File: src/hw/rtl/kme_pkg.sv
// ----------------------------------------------------------------------------
// kme_pkg
// Shared types and constants for the keypad mouse emulator.
// ----------------------------------------------------------------------------
package kme_pkg;

   localparam int unsigned KEYS_W    = 7;
   localparam int unsigned CTRL_W    = 6;
   localparam int unsigned DIR_W     = 4;
   localparam int unsigned TIME_W    = 32;
   localparam int unsigned SPEED_W   = 7;
   localparam int unsigned PERIOD_W  = 16;
   localparam int unsigned MOVE_W    = 8;
   localparam int unsigned CSR_IDX_W = 2;
   localparam int unsigned CSR_DAT_W = 16;

   localparam int unsigned KEY_UP     = 0;
   localparam int unsigned KEY_DOWN   = 1;
   localparam int unsigned KEY_LEFT   = 2;
   localparam int unsigned KEY_RIGHT  = 3;
   localparam int unsigned KEY_RCLICK = 4;
   localparam int unsigned KEY_LCLICK = 5;

   // The step size grows by one every SPEED_STEP_MS of holding. The quotient
   // is only needed below 2**SPEED_W, so the divide is a reciprocal multiply
   // over a short operand, exact for every operand below HELD_LIMIT.
   localparam int unsigned SPEED_STEP_MS = 180;
   localparam int unsigned HELD_LIMIT    = SPEED_STEP_MS * (2 ** SPEED_W);
   localparam int unsigned HELD_W        = $clog2(HELD_LIMIT);
   localparam int unsigned RECIP_SHIFT   = 23;
   localparam int unsigned RECIP         = (2 ** RECIP_SHIFT) / SPEED_STEP_MS + 1;
   localparam int unsigned RECIP_W       = $clog2(RECIP + 1);
   localparam int unsigned PROD_W        = HELD_W + RECIP_W;

   localparam logic [SPEED_W-1:0]  BASE_SPEED_RST = SPEED_W'(2);
   localparam logic [SPEED_W-1:0]  MAX_SPEED_RST  = SPEED_W'(18);
   localparam logic [PERIOD_W-1:0] PERIOD_RST     = PERIOD_W'(20);

   typedef enum logic [1:0] {
      OP_HANDLE = 2'd0,
      OP_ENTER  = 2'd1,
      OP_LEAVE  = 2'd2
   } op_type;

   typedef enum logic [1:0] {
      ST_NONE     = 2'd0,
      ST_REPORT   = 2'd1,
      ST_INACTIVE = 2'd2
   } status_type;

   typedef enum logic [CSR_IDX_W-1:0] {
      CSR_BASE_SPEED = 2'd0,
      CSR_MAX_SPEED  = 2'd1,
      CSR_PERIOD     = 2'd2
   } csr_index_type;

   typedef struct packed {
      logic [1:0]        opcode;
      logic [KEYS_W-1:0] keys;
      logic [TIME_W-1:0] now_ms;
   } req_type;

   typedef struct packed {
      logic [SPEED_W-1:0]  base_speed;
      logic [SPEED_W-1:0]  max_speed;
      logic [PERIOD_W-1:0] period;
   } cfg_type;

   typedef struct packed {
      status_type               status;
      logic                     left_click;
      logic                     right_click;
      logic signed [MOVE_W-1:0] move_x;
      logic signed [MOVE_W-1:0] move_y;
   } rsp_type;

endpackage

File: src/hw/rtl/kme_speed.sv
// ----------------------------------------------------------------------------
// kme_speed
// Step size from hold time: min(base + held / 180, max).
// ----------------------------------------------------------------------------
module kme_speed (
   input  logic [kme_pkg::TIME_W-1:0]  held_ms,
   input  kme_pkg::cfg_type            cfg,
   output logic [kme_pkg::SPEED_W-1:0] speed
);
   import kme_pkg::*;

   logic              big;
   logic [PROD_W-1:0] prod;
   logic [SPEED_W-1:0] quot;
   logic [SPEED_W:0]  sum;

   assign big  = (held_ms >= TIME_W'(HELD_LIMIT));
   assign prod = PROD_W'(held_ms[HELD_W-1:0]) * PROD_W'(RECIP);
   assign quot = prod[RECIP_SHIFT +: SPEED_W];
   assign sum  = {1'b0, cfg.base_speed} + {1'b0, quot};

   always_comb begin
      if (big || (sum > {1'b0, cfg.max_speed})) begin
         speed = cfg.max_speed;
      end else begin
         speed = sum[SPEED_W-1:0];
      end
   end

endmodule

File: src/hw/rtl/kme_engine.sv
// ----------------------------------------------------------------------------
// kme_engine
// Mode state and report decision for one transaction per cycle while fire is high.
// ----------------------------------------------------------------------------
module kme_engine (
   input  logic             clock,
   input  logic             reset,
   input  logic             fire,
   input  kme_pkg::req_type req,
   input  kme_pkg::cfg_type cfg,
   output kme_pkg::rsp_type rsp
);
   import kme_pkg::*;

   logic               active_ff, active_in;
   logic               wait_ff, wait_in;
   logic [CTRL_W-1:0]  prior_ff, prior_in;
   logic               unknown_ff, unknown_in;
   logic [DIR_W-1:0]   held_ff, held_in;
   logic [TIME_W-1:0]  since_ff, since_in;
   logic [TIME_W-1:0]  last_ff, last_in;

   logic [CTRL_W-1:0]  ctrl;
   logic [DIR_W-1:0]   dirs;
   logic               dir_new;
   logic [TIME_W-1:0]  since_eff;
   logic [TIME_W-1:0]  last_eff;
   logic [TIME_W-1:0]  since_last;
   logic               changed;
   logic               due;
   logic [SPEED_W-1:0] speed;
   logic signed [MOVE_W-1:0] step;

   assign ctrl       = req.keys[CTRL_W-1:0];
   assign dirs       = req.keys[DIR_W-1:0];
   assign dir_new    = (dirs != held_ff);
   assign since_eff  = dir_new ? req.now_ms : since_ff;
   assign last_eff   = dir_new ? '0 : last_ff;
   assign since_last = req.now_ms - last_eff;
   assign changed    = unknown_ff || (ctrl != prior_ff);
   assign due        = (dirs != '0) &&
                       ((last_eff == '0) || (since_last >= TIME_W'(cfg.period)));
   assign step       = signed'({1'b0, speed});

   kme_speed u_speed (
      .held_ms (req.now_ms - since_eff),
      .cfg     (cfg),
      .speed   (speed)
   );

   always_comb begin
      active_in  = active_ff;
      wait_in    = wait_ff;
      prior_in   = prior_ff;
      unknown_in = unknown_ff;
      held_in    = held_ff;
      since_in   = since_ff;
      last_in    = last_ff;
      rsp        = '{status: ST_NONE, left_click: 1'b0, right_click: 1'b0,
                     move_x: '0, move_y: '0};
      unique case (op_type'(req.opcode))
         OP_ENTER: begin
            prior_in   = ctrl;
            unknown_in = 1'b0;
            held_in    = '0;
            since_in   = '0;
            last_in    = '0;
            active_in  = 1'b1;
            wait_in    = (req.keys != '0);
         end
         OP_LEAVE: begin
            if (active_ff) begin
               active_in  = 1'b0;
               unknown_in = 1'b1;
               held_in    = '0;
               rsp.status = ST_REPORT;
            end
         end
         OP_HANDLE: begin
            if (!active_ff) begin
               rsp.status = ST_INACTIVE;
            end else if (wait_ff) begin
               if (ctrl == '0) begin
                  wait_in    = 1'b0;
                  prior_in   = '0;
                  unknown_in = 1'b0;
               end
            end else begin
               held_in  = dirs;
               since_in = since_eff;
               last_in  = last_eff;
               if (changed || due) begin
                  if (dirs != '0) begin
                     last_in = req.now_ms;
                     if (dirs[KEY_RIGHT]) rsp.move_x = rsp.move_x + step;
                     if (dirs[KEY_LEFT])  rsp.move_x = rsp.move_x - step;
                     if (dirs[KEY_DOWN])  rsp.move_y = rsp.move_y + step;
                     if (dirs[KEY_UP])    rsp.move_y = rsp.move_y - step;
                  end
                  prior_in        = ctrl;
                  unknown_in      = 1'b0;
                  rsp.status      = ST_REPORT;
                  rsp.left_click  = ctrl[KEY_LCLICK];
                  rsp.right_click = ctrl[KEY_RCLICK];
               end
            end
         end
         default: begin
         end
      endcase
   end

   always_ff @(posedge clock) begin
      if (reset) begin
         active_ff  <= 1'b0;
         wait_ff    <= 1'b0;
         prior_ff   <= '0;
         unknown_ff <= 1'b1;
         held_ff    <= '0;
         since_ff   <= '0;
         last_ff    <= '0;
      end else if (fire) begin
         active_ff  <= active_in;
         wait_ff    <= wait_in;
         prior_ff   <= prior_in;
         unknown_ff <= unknown_in;
         held_ff    <= held_in;
         since_ff   <= since_in;
         last_ff    <= last_in;
      end
   end

endmodule

File: src/hw/rtl/keypad_mouse_emulator.sv
// ----------------------------------------------------------------------------
// keypad_mouse_emulator
// Turns timestamped keypad samples into relative mouse reports.
// ----------------------------------------------------------------------------
//  Port group | Direction | Contents
//  req_*      | in        | opcode, keys, now_ms; valid/stall
//  rsp_*      | out       | status, clicks, move_x, move_y; valid/stall
//  csr_*      | in        | write enable, index, data; no read-back
//
//  A transaction is registered on acceptance and its result is registered
//  when the result register is free; one transaction can be accepted
//  every cycle unless the result side stalls. The whole decision,
//  including the reciprocal multiply for the hold-time speed, sits between
//  those two registers. A stalled result holds the input register; the
//  input side stalls only while both registers are full. Reset is
//  synchronous and restores the register defaults and the inactive mode.
// ----------------------------------------------------------------------------
module keypad_mouse_emulator (
   input  logic                                    clock,
   input  logic                                    reset,
   input  logic                                    req_valid,
   output logic                                    req_stall,
   input  logic [1:0]                              req_opcode,
   input  logic [kme_pkg::KEYS_W-1:0]              req_keys,
   input  logic [kme_pkg::TIME_W-1:0]              req_now_ms,
   output logic                                    rsp_valid,
   input  logic                                    rsp_stall,
   output logic [1:0]                              rsp_status,
   output logic                                    rsp_left_click,
   output logic                                    rsp_right_click,
   output logic signed [kme_pkg::MOVE_W-1:0]       rsp_move_x,
   output logic signed [kme_pkg::MOVE_W-1:0]       rsp_move_y,
   input  logic                                    csr_write,
   input  logic [kme_pkg::CSR_IDX_W-1:0]           csr_index,
   input  logic [kme_pkg::CSR_DAT_W-1:0]           csr_wdata
);
   import kme_pkg::*;

   logic    req_valid_ff, req_valid_in;
   req_type req_ff;
   logic    rsp_valid_ff, rsp_valid_in;
   rsp_type rsp_ff, rsp_in;
   cfg_type cfg_ff;
   logic    out_free;
   logic    fire;
   logic    accept;

   assign out_free     = !rsp_valid_ff || !rsp_stall;
   assign fire         = req_valid_ff && out_free;
   assign req_stall    = req_valid_ff && !out_free;
   assign accept       = req_valid && !req_stall;
   assign req_valid_in = accept || (req_valid_ff && !fire);
   assign rsp_valid_in = fire || (rsp_valid_ff && rsp_stall);

   kme_engine u_engine (
      .clock (clock),
      .reset (reset),
      .fire  (fire),
      .req   (req_ff),
      .cfg   (cfg_ff),
      .rsp   (rsp_in)
   );

   always_ff @(posedge clock) begin
      if (reset) begin
         req_valid_ff <= 1'b0;
         rsp_valid_ff <= 1'b0;
      end else begin
         req_valid_ff <= req_valid_in;
         rsp_valid_ff <= rsp_valid_in;
      end
   end

   always_ff @(posedge clock) begin
      if (accept) begin
         req_ff <= '{opcode: req_opcode, keys: req_keys, now_ms: req_now_ms};
      end
      if (fire) begin
         rsp_ff <= rsp_in;
      end
   end

   always_ff @(posedge clock) begin
      if (reset) begin
         cfg_ff.base_speed <= BASE_SPEED_RST;
         cfg_ff.max_speed  <= MAX_SPEED_RST;
         cfg_ff.period     <= PERIOD_RST;
      end else if (csr_write) begin
         unique case (csr_index_type'(csr_index))
            CSR_BASE_SPEED: cfg_ff.base_speed <= csr_wdata[SPEED_W-1:0];
            CSR_MAX_SPEED:  cfg_ff.max_speed  <= csr_wdata[SPEED_W-1:0];
            CSR_PERIOD:     cfg_ff.period     <= csr_wdata[PERIOD_W-1:0];
            default: begin
            end
         endcase
      end
   end

   assign rsp_valid       = rsp_valid_ff;
   assign rsp_status      = rsp_ff.status;
   assign rsp_left_click  = rsp_ff.left_click;
   assign rsp_right_click = rsp_ff.right_click;
   assign rsp_move_x      = rsp_ff.move_x;
   assign rsp_move_y      = rsp_ff.move_y;

endmodule

File: config.mk
export PLATFORM = sky130hd
export DESIGN_NAME = keypad_mouse_emulator
export DESIGN_NICKNAME = d
export VERILOG_FILES = /design/src/hw/rtl/kme_pkg.sv /design/src/hw/rtl/kme_speed.sv /design/src/hw/rtl/kme_engine.sv /design/src/hw/rtl/keypad_mouse_emulator.sv
export SDC_FILE = /design/constraint.sdc
export NUM_CORES = 1
export LEC_CHECK = 0
export BUFFER_PORTS_ARGS = -buffer_cell sky130_fd_sc_hd__buf_2
export CAP_MARGIN = 40
export CELL_PAD_IN_SITES_DETAIL_PLACEMENT = 0
export CELL_PAD_IN_SITES_GLOBAL_PLACEMENT = 2
export CORE_UTILIZATION = 35
export CTS_CLUSTER_DIAMETER = 80
export DETAILED_ROUTE_END_ITERATION = 7
export GPL_TIMING_DRIVEN = 0
export PLACE_DENSITY_LB_ADDON = 0.1
export SLEW_MARGIN = 25
export SYNTH_ARGS = -nofsm -noshare
export SYNTH_HDL_FRONTEND = slang
export SYNTH_SLANG_ARGS = --single-unit
File: constraint.sdc
create_clock -name clock -period 11.2 [get_ports clock]
set_input_delay 1.12 -clock clock [delete_from_list [all_inputs] [get_ports clock]]
set_output_delay 1.12 -clock clock [all_outputs]
set_load 0.02 [all_outputs]
# After elaboration in Yosys (flattened, before gate mapping)
# Index checks and enable logic that the tools add are counted.
[classes] addsub=5 n_mul=1 n_div=0 order_cmp=3 eq_ne=11 n_shift=0 mux=51 bitwise=4 n_reduce_logical=38
[op_table] operator="32-bit 2-to-1 mux" n=8
[op_table] operator="32-bit one-hot mux with 2 select lines" n=2
[op_table] operator="8-bit 2-to-1 mux" n=12
[op_table] operator="32-bit subtractor" n=2
[op_table] operator="32-bit by 15-bit >= comparator with 1-bit output, second input constant" n=1
[op_table] operator="32-bit by 16-bit >= comparator with 1-bit output" n=1
[op_table] operator="32-bit zero test" n=1
[op_table] operator="15-bit by 14-bit multiplier with 28-bit output, second input constant" n=1
[op_table] operator="6-bit 2-to-1 mux" n=4
[op_table] operator="7-bit 2-to-1 mux" n=3
[op_table] operator="20-bit 2-to-1 mux" n=1
[op_table] operator="19-bit 2-to-1 mux" n=1
[op_table] operator="16-bit 2-to-1 mux" n=1
[op_table] operator="8-bit subtractor" n=2
[op_table] operator="4-bit 2-to-1 mux" n=3
[op_table] operator="4-bit one-hot mux with 3 select lines" n=1
[op_table] operator="6-bit one-hot mux with 2 select lines" n=1
[op_table] operator="5-bit AND reduction" n=2
[op_table] operator="1-bit 2-to-1 mux" n=9
[op_table] operator="7-bit by 7-bit adder with 8-bit output" n=1
[op_table] operator="8-bit by 7-bit greater-than comparator with 1-bit output" n=1
[op_table] operator="2-bit AND reduction" n=4
[op_table] operator="1-bit logical OR" n=7
[op_table] operator="7-bit nonzero test" n=1
[op_table] operator="25 further kinds" n=43
[word_totals] register_bits=170 latchBits=0 mem_bits_rw=0 romBits=0 inputBits=64 out_inout_bits=22 elab_cells=133 mem_count=0

# Logic depth before layout (Yosys ltp)
[depth] ltp_word=21 depth_mapped=56 depth_no_buf=54

# Cells and area by module
# From an unflattened synthesis, not the netlist that was laid out.
[hier_totals] cells_unflattened=1847 area_unflattened_um2=15786.4
[by_module_without_submodules] mod="kme_engine" instances=1 cells_each=1225 area_per_inst_um2=8747.1 seq_area_each_um2=1541.5
[by_module_without_submodules] mod="kme_speed" instances=1 cells_each=429 area_per_inst_um2=3849.9 seq_area_each_um2=0.0
[by_module_without_submodules] mod="keypad_mouse_emulator" instances=1 cells_each=193 area_per_inst_um2=3189.3 seq_area_each_um2=2472.4

# Worst setup path after synthesis
# No wires, ideal clock.
[synth_timing] path_type="register -> register" from="reg req_ff[33] (netlist bit)" to="reg rsp_ff (netlist bit rsp_move_x[6]) (data pin)" setup_time_ns=0.265 arrival_time_ns=11.549 t_required_ns=10.935 setup_slack_ns=-0.614 stages_incl_launch_ff=52 path_buffers=3 cell_sequence="edfxtp_1 clkbuf_1 xnor2_1 nand4_1 buf_1 mux2i_1 ha_1 o21ai_1 a21oi_1 o21ai_1 a21oi_1 or3_1 and2_1 clkbuf_1 ha_1 fa_1 fa_1 inv_1 [16 not listed] a21o_1 a21oi_1 xnor2_1 ha_1 o32ai_1 a31o_2 nand4_1 or4b_1 nor4_2 nand4b_4 mux2i_1 or2_2 ha_1 inv_1 nor4_1 o21a_1 o211ai_1 nand3_1"
[synth_between] elab_chain_len=16 elab_cells_between_ends=30 cone_classes="4 x add/sub; 1 x mul; 3 x order compare; 2 x eq/ne; 10 x mux; 2 x bitwise; 8 x reduce/logical"
[synth_lines] element="from (decl)" line="keypad_mouse_emulator.sv:40" source="req_type req_ff;"
[synth_lines] element="from (signal assigned)" line="keypad_mouse_emulator.sv:76" source="req_ff <= '{opcode: req_opcode, keys: req_keys, now_ms: req_now_ms};"
[synth_lines] element="4-bit inequality test" line="kme_engine.sv:36" source="assign dir_new = (dirs != held_ff);"
[synth_lines] element="32-bit 2-to-1 mux" line="kme_engine.sv:37" source="assign since_eff = dir_new ? req.now_ms : since_ff;"
[synth_lines] element="32-bit subtractor" line="kme_engine.sv:46" source=".held_ms (req.now_ms - since_eff),"
[synth_lines] element="15-bit by 14-bit multiplier with 28-bit output" line="kme_speed.sv:18" source="assign prod = PROD_W'(held_ms[HELD_W-1:0]) * PROD_W'(RECIP);"
[synth_lines] element="7-bit by 7-bit adder with 8-bit output" line="kme_speed.sv:20" source="assign sum = {1'b0, cfg.base_speed} + {1'b0, quot};"
[synth_lines] element="8-bit by 7-bit greater-than comparator with 1-bit output" line="kme_speed.sv:23" source="if (big || (sum > {1'b0, cfg.max_speed})) begin"
[synth_lines] element="1-bit logical OR" line="kme_speed.sv:23"
[synth_lines] element="7-bit 2-to-1 mux" line="kme_speed.sv:23"
[synth_lines] element="7-bit 2-to-1 mux" line="kme_engine.sv:95" source="if (dirs[KEY_RIGHT]) rsp.move_x = rsp.move_x + step;"
[synth_lines] element="8-bit 2-to-1 mux" line="kme_engine.sv:93" source="if (dirs != '0) begin"
[synth_lines] element="8-bit 2-to-1 mux" line="kme_engine.sv:92" source="if (changed || due) begin"
[synth_lines] element="8-bit 2-to-1 mux" line="kme_engine.sv:82" source="end else if (wait_ff) begin"
[synth_lines] element="8-bit 2-to-1 mux" line="kme_engine.sv:80" source="if (!active_ff) begin"
[synth_lines] element="8-bit 2-to-1 mux" line="kme_engine.sv:61" source="unique case (op_type'(req.opcode))"
[synth_lines] element="8-bit subtractor" line="kme_engine.sv:96" source="if (dirs[KEY_LEFT]) rsp.move_x = rsp.move_x - step;"
[synth_lines] element="8-bit 2-to-1 mux" line="kme_engine.sv:96"
[synth_lines] element="to (signal assigned)" line="keypad_mouse_emulator.sv:79" source="rsp_ff <= rsp_in;"
[synth_lines] element="to (decl)" line="keypad_mouse_emulator.sv:42" source="rsp_type rsp_ff, rsp_in;"
# Several ways; a longest one is shown, not always the timed one. The select of a mux whose other input is x is not followed.
# A chain may end at the register's enable or synchronous reset.

# Final worst setup path
[layout_timing] from="reg req_ff[32] (netlist bit)" to="reg rsp_ff (netlist bit rsp_move_x[6]) (data pin)"
# Same word-level chain as after synthesis.

==> run summary <==
The flow ran to the end, but the final reports show violations. The checks that failed: negative setup slack. Timing would allow up to 87.8 MHz. The number of slew-limit violations in the final report is 0, and the flip-flop and latch count after synthesis is 170. The run gives 0 as the remaining global-route overflow. Max-cap violations in this run came to 0.

The dominant synthesized flop cell was sky130_fd_sc_hd__dfxtp_1. The DRC violation count after routing was 0. Entering global routing, the biggest net connects 26 pins.

The row count is 75, and the global placement routability congestion is 0.861. The required time reported for the critical path endpoint is 11.38 ns, and the transition time of the tightest slew-check pin is 0.947 ns. The run gives -0.184 ns as the final setup slack of the worst path. The share of synthesized cell area in and, or, nand and nor gates is 0.172, and the number of hold violations in the final report is 0. Arithmetic-cell share of the synthesized area counting full adders, half adders and majority gates: 0.227. The run gives 755 as the starting DRC count in detailed routing. The part of the cycle the worst path needs was 1.02. The die is 210 um wide. Synthesis produced 1726 cells.

The worst setup path is of the register to register kind. The delay of the slowest cell on the worst path was 0.73 ns. Largest family of logic cells by synthesized area: adder cells. Once detail routing completed, the nets flagged for antenna violations numbered 0. The routed via count divided by cell count works out to 5.34.

The clock period minus final worst setup slack is 11.38 ns. The starting density of the core is 0.357, and the number of hold buffers added after cts is 0. The dominant cell by count in the synthesized netlist is sky130_fd_sc_hd__ha_1. Detailed routing inserted a total of 13.2k vias. The floorplan step defined a die boundary enclosing 43900 um2.

The via count of the first global-routing pass came out at 12.9k. In the synthesized netlist, the cells that appear most often are sky130_fd_sc_hd__ha_1, sky130_fd_sc_hd__nand2_1, sky130_fd_sc_hd__nor2_1, sky130_fd_sc_hd__inv_1, sky130_fd_sc_hd__a21oi_1. For this run, the number of Yosys warnings is 0. The number of flops mapped to enable cells by yosys is 61, and the HPWL after detailed placement is 36900 um. Share of the yosys chip area belonging to registers: 0.266. The fraction of synthesized cell area in xor and xnor cells is 0.0494, and the register clock-pin slew on the reported worst setup and hold paths is 0.07 ns. The fraction of registers with async set or reset after synthesis works out to 0.

Data on the critical path arrives at its endpoint at 11.56 ns. Setup violations remaining at the end of the flow were counted as 2. Complex-gate fraction of the synthesized area: 0.189. The startpoint type of the worst setup path was a register. Number of library cell types mapped by synthesis: 90.

The tools report the final clock skew as 0.0110 ns. In this run the mean area of a mapped cell was 8.74 um2. For the overall global routing resource usage, the log shows 0.216. The worst hold margin was 0.453 ns. Yosys attributes the largest share of cell area to sky130_fd_sc_hd__ha_1, sky130_fd_sc_hd__dfxtp_1, sky130_fd_sc_hd__edfxtp_1. Along the worst path, the maximum fanout reaches 5. The share of cell area taken by muxes after synthesis came out at 0.0402. At the later pin of the worst-skew pair, clock insertion delay measures 0.45 ns. The logs give 5 for the number of iterations in the first detailed-routing pass and 0.362 for the headroom to the max-slew limit.

The region available for standard cell placement spans 42200 um2. The cell type with the largest total area after synthesis is sky130_fd_sc_hd__ha_1. The share of post-route cells with drive strength above 1 was 0.207; the number of clock buffers inserted by TritonCTS was 17. Synthesis produced a netlist with a net count of 2035. Buffers placed on the I/O ports in this run total 84. Setup repair after global routing could not meet its margin everywhere. After detailed routing, the average wire length per cell comes to 19.0 um. The synthesized cell area was 15100 um2; the number of I/O pins was 86. The area growth from synthesis to final layout came out at 24.1%.

The number of nets in the layout is 2223. The H-tree generated during clock tree synthesis spans 4 levels. For the total wire length after detailed routing, the log shows 47000 um.

The slowest stage of the critical path is the sky130_fd_sc_hd__o21ai_0 cell. The logs give 170 for the clock sink total and 2 for the buffer levels on the longest clock path. The first global-routing pass estimated 73000 um of wire.

TritonCTS built the clock tree. The cell with the most instances on the worst path is sky130_fd_sc_hd__ha_4. The initial antenna violation count is 2.

The clock root buffer master was sky130_fd_sc_hd__clkbuf_16. In this run the worst hold path is classified as register to register. The height of the die is 210 um, and the area fraction of the dominant cell type after synthesis is 0.164. The element type at the critical path end is a register.
[cells in the final DEF (no fill, tap or decap), types with 29 or more instances in the layout]
| cell | count |
|---|---|
| sky130_fd_sc_hd__a21o_1 | 47 |
| sky130_fd_sc_hd__a21oi_1 | 125 |
| sky130_fd_sc_hd__a22o_1 | 33 |
| sky130_fd_sc_hd__buf_2 | 99 |
| sky130_fd_sc_hd__buf_4 | 81 |
| sky130_fd_sc_hd__clkbuf_1 | 39 |
| sky130_fd_sc_hd__dfxtp_1 | 109 |
| sky130_fd_sc_hd__edfxtp_1 | 61 |
| sky130_fd_sc_hd__fa_1 | 42 |
| sky130_fd_sc_hd__ha_1 | 161 |
| sky130_fd_sc_hd__ha_4 | 30 |
| sky130_fd_sc_hd__inv_1 | 136 |
| sky130_fd_sc_hd__mux2i_1 | 48 |
| sky130_fd_sc_hd__nand2_1 | 146 |
| sky130_fd_sc_hd__nand3_1 | 32 |
| sky130_fd_sc_hd__nand4_1 | 29 |
| sky130_fd_sc_hd__nor2_1 | 147 |
| sky130_fd_sc_hd__o21ai_0 | 49 |
| sky130_fd_sc_hd__xnor2_1 | 36 |
[what timing repair did]
item / CTS / global route
buffers inserted: 81 / 8
endpoints found under the setup margin: 16 / 16
pin swaps: 111 / 30
resized for setup: 171 / 38
[state kept, by name, indices dropped and copies added, names as in the netlist]
| signal | count |
|---|---|
| rsp_valid | 1 |
| u_engine.wait_ff | 1 |
| u_engine.prior_ff | 6 |
| u_engine.held_ff | 4 |
| u_engine.since_ff | 32 |
| rsp_move_x | 8 |
| u_engine.unknown_ff | 1 |
| req_valid_ff | 1 |
| u_engine.last_ff | 32 |
| req_ff | 41 |
| u_engine.active_ff | 1 |
| cfg_ff | 30 |
| rsp_status | 2 |
| rsp_right_click | 1 |
| rsp_left_click | 1 |
| rsp_move_y | 8 |
[logic make-up (layout without fill, tap and decap cells)]
kind of cell / after synthesis / in the layout
AND/OR/NAND/NOR: 528 / 528
AO/OA/AOI/OAI: 423 / 423
adder cells (fa/ha/maj): 245 / 245
buffers and inverters: 216 / 417
flip-flops: 170 / 170
XOR/XNOR: 85 / 85
multiplexers: 59 / 59
other: 0 / 1
[final cells by class]
type | count | area (um2)
antenna | 1 | 2.50
timing repair buffer | 176 | 1190
clock buffer | 21 | 462
inverter | 147 | 557
buffer | 62 | 317
tap | 539 | 674
clock inverter | 11 | 85.1
sequential | 170 | 4010
fill | 4230 | 23500
multi-input combinational | 1340 | 11400
[routing by layer]
metal	vias to the layer above	routed length [um]	track usage
met5	-	13	0
met4	2	847	0.0597
met3	47	1550	0.0272
met2	240	21800	0.351
met1	6341	22800	0.300
li1	6552	-	-
[path summary, 6_finish.rpt]
path / from / end / slack, ns / cells after the start
worst max-delay path: req_ff[32] / rsp_move_x[6] / -0.18 / 49
worst min-delay path: cfg_ff[8] / cfg_ff[8] / 0.45 / 2
worst max register to register: req_ff[32] / rsp_move_x[6] / -0.18 / 49
worst min register to register: cfg_ff[8] / cfg_ff[8] / 0.45 / 2
[per-stage QoR]
stage	setup TNS [ns]	cell area, um2	cells	util	setup WS [ns]
6_report	-0.312	18700	2467	0.443	-0.184
2_1_floorplan	0	15100	1726	-	0.0897
4_1_cts	-0.521	18400	2459	0.436	-0.266
3_3_place_gp	-33.35	16200	2349	0.384	-2.76
3_5_place_dp	-31.16	16300	2353	0.386	-2.52
5_1_grt	-2.21	18700	2467	0.443	-0.495
[critical path, delay by kind of cell (launching register included)]
family / cells / cell delay, ns
AOI/OAI and AO/OA: 14 / 3.48
adders and majority gates: 11 / 3.43
and+or+nand+nor: 12 / 2.25
buffers and inverters: 8 / 0.64
xor gates and xnor gates: 3 / 0.51
DFF: 1 / 0.46
muxes: 1 / 0.31
Power is not shown: default switching activity piles up to over one toggle a cycle in this logic, so the estimate is an artifact.
